===== src/hdl/wegm_pkg.sv =====
// ---------------------------------------------------------------------------
// wegm_pkg
// shared types, codes and the quarter-wave sine generator
// ---------------------------------------------------------------------------
package wegm_pkg;

   localparam int PHASE_BITS = 24;

   // envelope modes
   localparam logic [2:0] MODE_RECT      = 3'd0;
   localparam logic [2:0] MODE_PARABOLA  = 3'd1;
   localparam logic [2:0] MODE_HALF_SINE = 3'd2;
   localparam logic [2:0] MODE_FULL_SINE = 3'd3;
   localparam logic [2:0] MODE_SINE_SQ   = 3'd4;

   // register indexes
   localparam logic [1:0] CSR_START  = 2'd0;
   localparam logic [1:0] CSR_LENGTH = 2'd1;
   localparam logic [1:0] CSR_MODE   = 2'd2;
   localparam logic [1:0] CSR_AMP    = 2'd3;

   localparam logic [31:0] LENGTH_RESET = 32'd65536;
   localparam logic signed [33:0] CLAMP_LOW = -34'sd65535;
   localparam logic signed [33:0] ONE_Q16 = 34'sd65536;

   // q30 polynomial coefficients
   localparam logic [63:0] SIN_C1 = 64'd1686629713;
   localparam logic [63:0] SIN_C3 = 64'd693598668;
   localparam logic [63:0] SIN_C5 = 64'd85569306;
   localparam logic [63:0] SIN_C7 = 64'd5026995;
   localparam logic [63:0] SIN_C9 = 64'd172273;

   // one divider lane: partial remainder and quotient plus side data
   typedef struct packed {
      logic        valid;
      logic        in_win;
      logic [23:0] rate;
      logic [31:0] rem;
      logic [23:0] quo;
   } wegm_lane_type;

   // sin(pi/2 x), x in q30, result q16; used only on constants
   function automatic logic [16:0] quarter_sine(input logic [63:0] x);
      logic [63:0] x2;
      logic [63:0] t;
      logic [63:0] s;
      x2 = (x * x) >> 30;
      t  = SIN_C9;
      t  = SIN_C7 - ((x2 * t) >> 30);
      t  = SIN_C5 - ((x2 * t) >> 30);
      t  = SIN_C3 - ((x2 * t) >> 30);
      t  = SIN_C1 - ((x2 * t) >> 30);
      s  = (x * t) >> 30;
      s  = (s + 64'd8192) >> 14;
      if (s > 64'd65536) begin
         s = 64'd65536;
      end
      return s[16:0];
   endfunction

endpackage


===== src/hdl/wegm_div_cell.sv =====
// ---------------------------------------------------------------------------
// wegm_div_cell
// one restoring divide step: shift remainder, compare, subtract, emit bit
// ---------------------------------------------------------------------------
module wegm_div_cell (
   input  logic                   clock,
   input  logic                   reset,
   input  logic                   en,
   input  logic [31:0]            len,
   input  wegm_pkg::wegm_lane_type lane_in,
   output wegm_pkg::wegm_lane_type lane_out
);
   import wegm_pkg::*;

   wegm_lane_type lane_ff;
   wegm_lane_type lane_step_in;
   logic [32:0]   shifted;
   logic [31:0]   diff;
   logic          ge;

   // the partial remainder stays below len, so the difference fits 32 bits
   assign shifted = {lane_in.rem, 1'b0};
   assign diff    = shifted[31:0] - len;
   assign ge      = shifted >= {1'b0, len};

   always_comb begin
      lane_step_in      = lane_in;
      lane_step_in.rem  = ge ? diff : shifted[31:0];
      lane_step_in.quo  = {lane_in.quo[22:0], ge};
   end

   always_ff @(posedge clock) begin
      if (reset) begin
         lane_ff.valid <= 1'b0;
      end else if (en) begin
         lane_ff <= lane_step_in;
      end
   end

   assign lane_out = lane_ff;

endmodule


===== config.mk =====
export PLATFORM = sky130hd
export DESIGN_NAME = wegm_div_cell
export DESIGN_NICKNAME = d
export VERILOG_FILES = /design/src/hdl/wegm_pkg.sv /design/src/hdl/wegm_div_cell.sv
export SDC_FILE = /design/constraint.sdc
export NUM_CORES = 1
export LEC_CHECK = 0
export ABC_AREA = 1
export BUFFER_PORTS_ARGS = -buffer_cell sky130_fd_sc_hd__buf_2
export CAP_MARGIN = 5
export CORE_MARGIN = 5
export CORE_UTILIZATION = 45
export CTS_CLUSTER_SIZE = 12
export DETAILED_ROUTE_END_ITERATION = 12
export HOLD_SLACK_MARGIN = 0.12
export PLACE_DENSITY = 0.84
export RECOVER_POWER = 100
export SYNTH_ARGS = -nofsm -noshare
export SYNTH_HDL_FRONTEND = slang
export SYNTH_SLANG_ARGS = --single-unit

===== constraint.sdc =====
create_clock -name clock -period 5.1 [get_ports clock]
set_input_delay 0.51 -clock clock [delete_from_list [all_inputs] [get_ports clock]]
set_output_delay 0.51 -clock clock [all_outputs]
set_load 0.01 [all_outputs]

==> summary.txt <==
Clock network
  • Worst-Skew Late Latency: around 330 ps
  • CTS tree: yes
  • Sink Count: 82
  • Hold_buf cts: 0
  • Post-CTS Setup Inserts: 0
  • Worst-path clk slew: about 70 ps
  • H-Tree Depth: 3
  • CTS Buf Count: 9
  • Clk root buf: clkbuf_16
  • PostCTS Resize Cnt: 0
  • CTS max path bufs: 2

Worst setup path
  • Sum of buffers and inverters on the critical path: 3
  • Startpoint types: input port
  • Critical path type: in2reg
  • Worst Setup End Kind: flop
  • Arrival @ worst endpoint: roughly 3500 ps
  • Required @ worst endpoint: 5070 ps
  • Worst-path maximum fanout: between 40 and 50
  • Crit path largest cell delay: 2100 ps
  • Critical-path cell list: buf_2, inv_1, nor2_1, buf_4
  • Slowest CP cell: nor2_1
  • CP top delay family: simple AND/OR/NAND/NOR gates

Pwr
  • Psw: 0.614 mW
  • Internal power: 1.38 mW
  • Logic pwr share: around 24%
  • Sw Ratio: 30.9%
  • Pleak: 3.61 nW
  • Clock Power Share: 34.3%
  • Pwr/cell area: between 200 and 300 mW/mm2
  • Peak supply drop: 0.134 mV
  • Sequential share of power: 41.6%
  • Pwr Total: 1.99 mW

Synthesis
  • Syn avg cell area: between 7 and 8 um2
  • Register area share after synthesis: between 40% and 50%
  • Synth Cell Area: 0.00561 mm2
  • Post-synthesis cell count: 734
  • Syn nets: just under 900
  • Yosys warns: 0
  • Post-synthesis cell type count: 28
  • Main flop type after synthesis: edfxtp_1
  • Seq cells post-synth: 82
  • EDFF count, synth: 81
  • Largest area contributor in the netlist: edfxtp_1
  • Synth top area share: 43.3%
  • Post-synth ARST share: 0%
  • Synth area leaders: edfxtp_1, nand2_1, inv_1
  • Commonest cells post-synth: nand2_1, inv_1, edfxtp_1
  • Count leader, synth: nand2_1

STA
  • Rel. slew slack: -93.0%
  • Slew @ Worst Pin: around 2900 ps
  • Slew Limit Fails: 41
  • Final Cycle Share: between 60% and 70%
  • Hold Vio Cnt, Final: 0
  • Post-route minimum period: 3550 ps
  • Final setup fails: 0
  • RSZ-0062 raised after global routing: false
  • Setup Skew: 0 ps
  • Setup TNS Final: 0 ps
  • Peak Freq: 281 MHz

Global route
  • Initial antenna violation count: 1
  • Total track usage: 21.1%
  • Remaining Overflow, GRT: 0
  • Vias in the first global route: 5055
  • First-pass GRT wire length: around 24 mm
  • Largest net degree at the start of global routing: 43

Placement
  • HPWL Detailed: 12.9 mm
  • IO Port Bufs: just under 200
  • Global placer's final weighted congestion: between 0.8 and 0.9

Routing
  • Routed len/inst: 14.6 um
  • Drt total wl: 16.1 mm
  • Router iterations before antenna repair: 5
  • Drt drc: 0
  • Via count: 5237
  • Final ANT Viol Nets: 0
  • Post-DR vias/cell: ~4.7
  • Starting DRT DRC Count: 381

Layout
  • Share of cells above drive strength 1: 15.5%
  • Final nets: 1083
  • Synthesis-to-finish area growth: 23.0%
  • Antenna Cells: 0
  • Max FFs per register: 82

Die
  • Die width: between 100 and 150 um
  • Initial Util: between 40% and 50%
  • IO Count: 199
  • Num rows: 40
  • Die area: 0.0148 mm2
  • Core area: 0.0121 mm2
  • Vert. Die Dim: 122 um

Run status
  • Status: finished with violations
  • Violated checks: capacitance limit, slew limit

Job
  • # Max-Cap Violations: 1

Hold path
  • HP Class: in2reg
==> worst paths after layout <==
kind,from,endpoint,slack [ps],depth (start not counted)
max reg2reg,lane_out[81],lane_out[81],4540,2
min reg2reg,lane_out[81],lane_out[81],460,2
max,en,lane_out[32],1550,4
min,lane_in[76],lane_out[76],340,1
==> power groups by stage <==
stage | Combinational, mW | Clock [mW] | Sequential (mW)
final | 0.481 | 0.682 | 0.827
after detailed placement | 0.499 | 0 | 0.839
after global routing | 0.545 | 0.726 | 0.831
after global placement | 0.490 | 0 | 0.838
after CTS | 0.502 | 0.696 | 0.825
after floorplan | 0.295 | 0 | 0.873
==> routing by layer <==
layer | wire (um) | track usage [%] | share of wire [%] | vias to the layer above
li1 | - | - | - | 2695
met1 | 6720 | 25.3 | 42 | 2320
met2 | 7950 | 38.7 | 49 | 201
met3 | 1230 | 4.32 | 7.7 | 19
met4 | 201 | 5.11 | 1.2 | 2
met5 | 19 | 0 | 0.12 | -
==> cells by family after synthesis <==
kind of cell | count (synthesis) | synth area share [%]
buffers and inverters | 160 | 11.5
XOR/XNOR | 14 | 2.18
flip-flops | 82 | 43.7
AND/OR/NAND/NOR | 419 | 32.8
AO/OA/AOI/OAI | 26 | 2.41
adder cells (fa/ha/maj) | 33 | 7.49
==> metrics by stage <==
| step | worst slack, ps | util [%] | hold WS, ps | instances | instance area (um2) |
|---|---|---|---|---|---|
| 2_1_floorplan | 612 | - | 477 | 734 | 5610 |
| 3_3_place_gp | 1990 | 55.7 | 444 | 1090 | 6750 |
| 3_5_place_dp | 1970 | 55.7 | 461 | 1090 | 6750 |
| 4_1_cts | 2330 | 58.3 | 334 | 1106 | 7060 |
| 5_1_grt | 1200 | 57.0 | 330 | 1106 | 6900 |
| 6_report | 1550 | 57.0 | 345 | 1106 | 6900 |
==> worst reg2reg max path, cell delays in order (launching register included) <==
cell	delay (ps)
dfxtp_1	320
nand2_1	60
a21oi_1	120
==> layout make-up <==
type | count | area, um2
fill | 1222 | 5210
multi-input combinational | 492 | 2470
sequential | 82 | 2450
timing repair buffer | 198 | 890
inverter | 150 | 563
clock buffer | 9 | 225
tap | 168 | 210
clock inverter | 7 | 90.1
==> placed cells by master, fill, tap and decap left out, types with 2 or more instances in the layout <==
cell type	n
nand3_2	5
ha_1	32
nor2_2	2
a21oi_1	23
nor2_1	37
clkbuf_1	83
buf_2	114
xor2_1	13
nand2_1	279
clkbuf_16	9
nand2_2	3
nor3_1	7
nand3b_1	10
a21o_1	2
edfxtp_1	81
nor3_2	2
inv_6	5
inv_1	150
and2_1	8
nand4_1	3
nand3_1	61
Power figures use the tool's default switching activity.
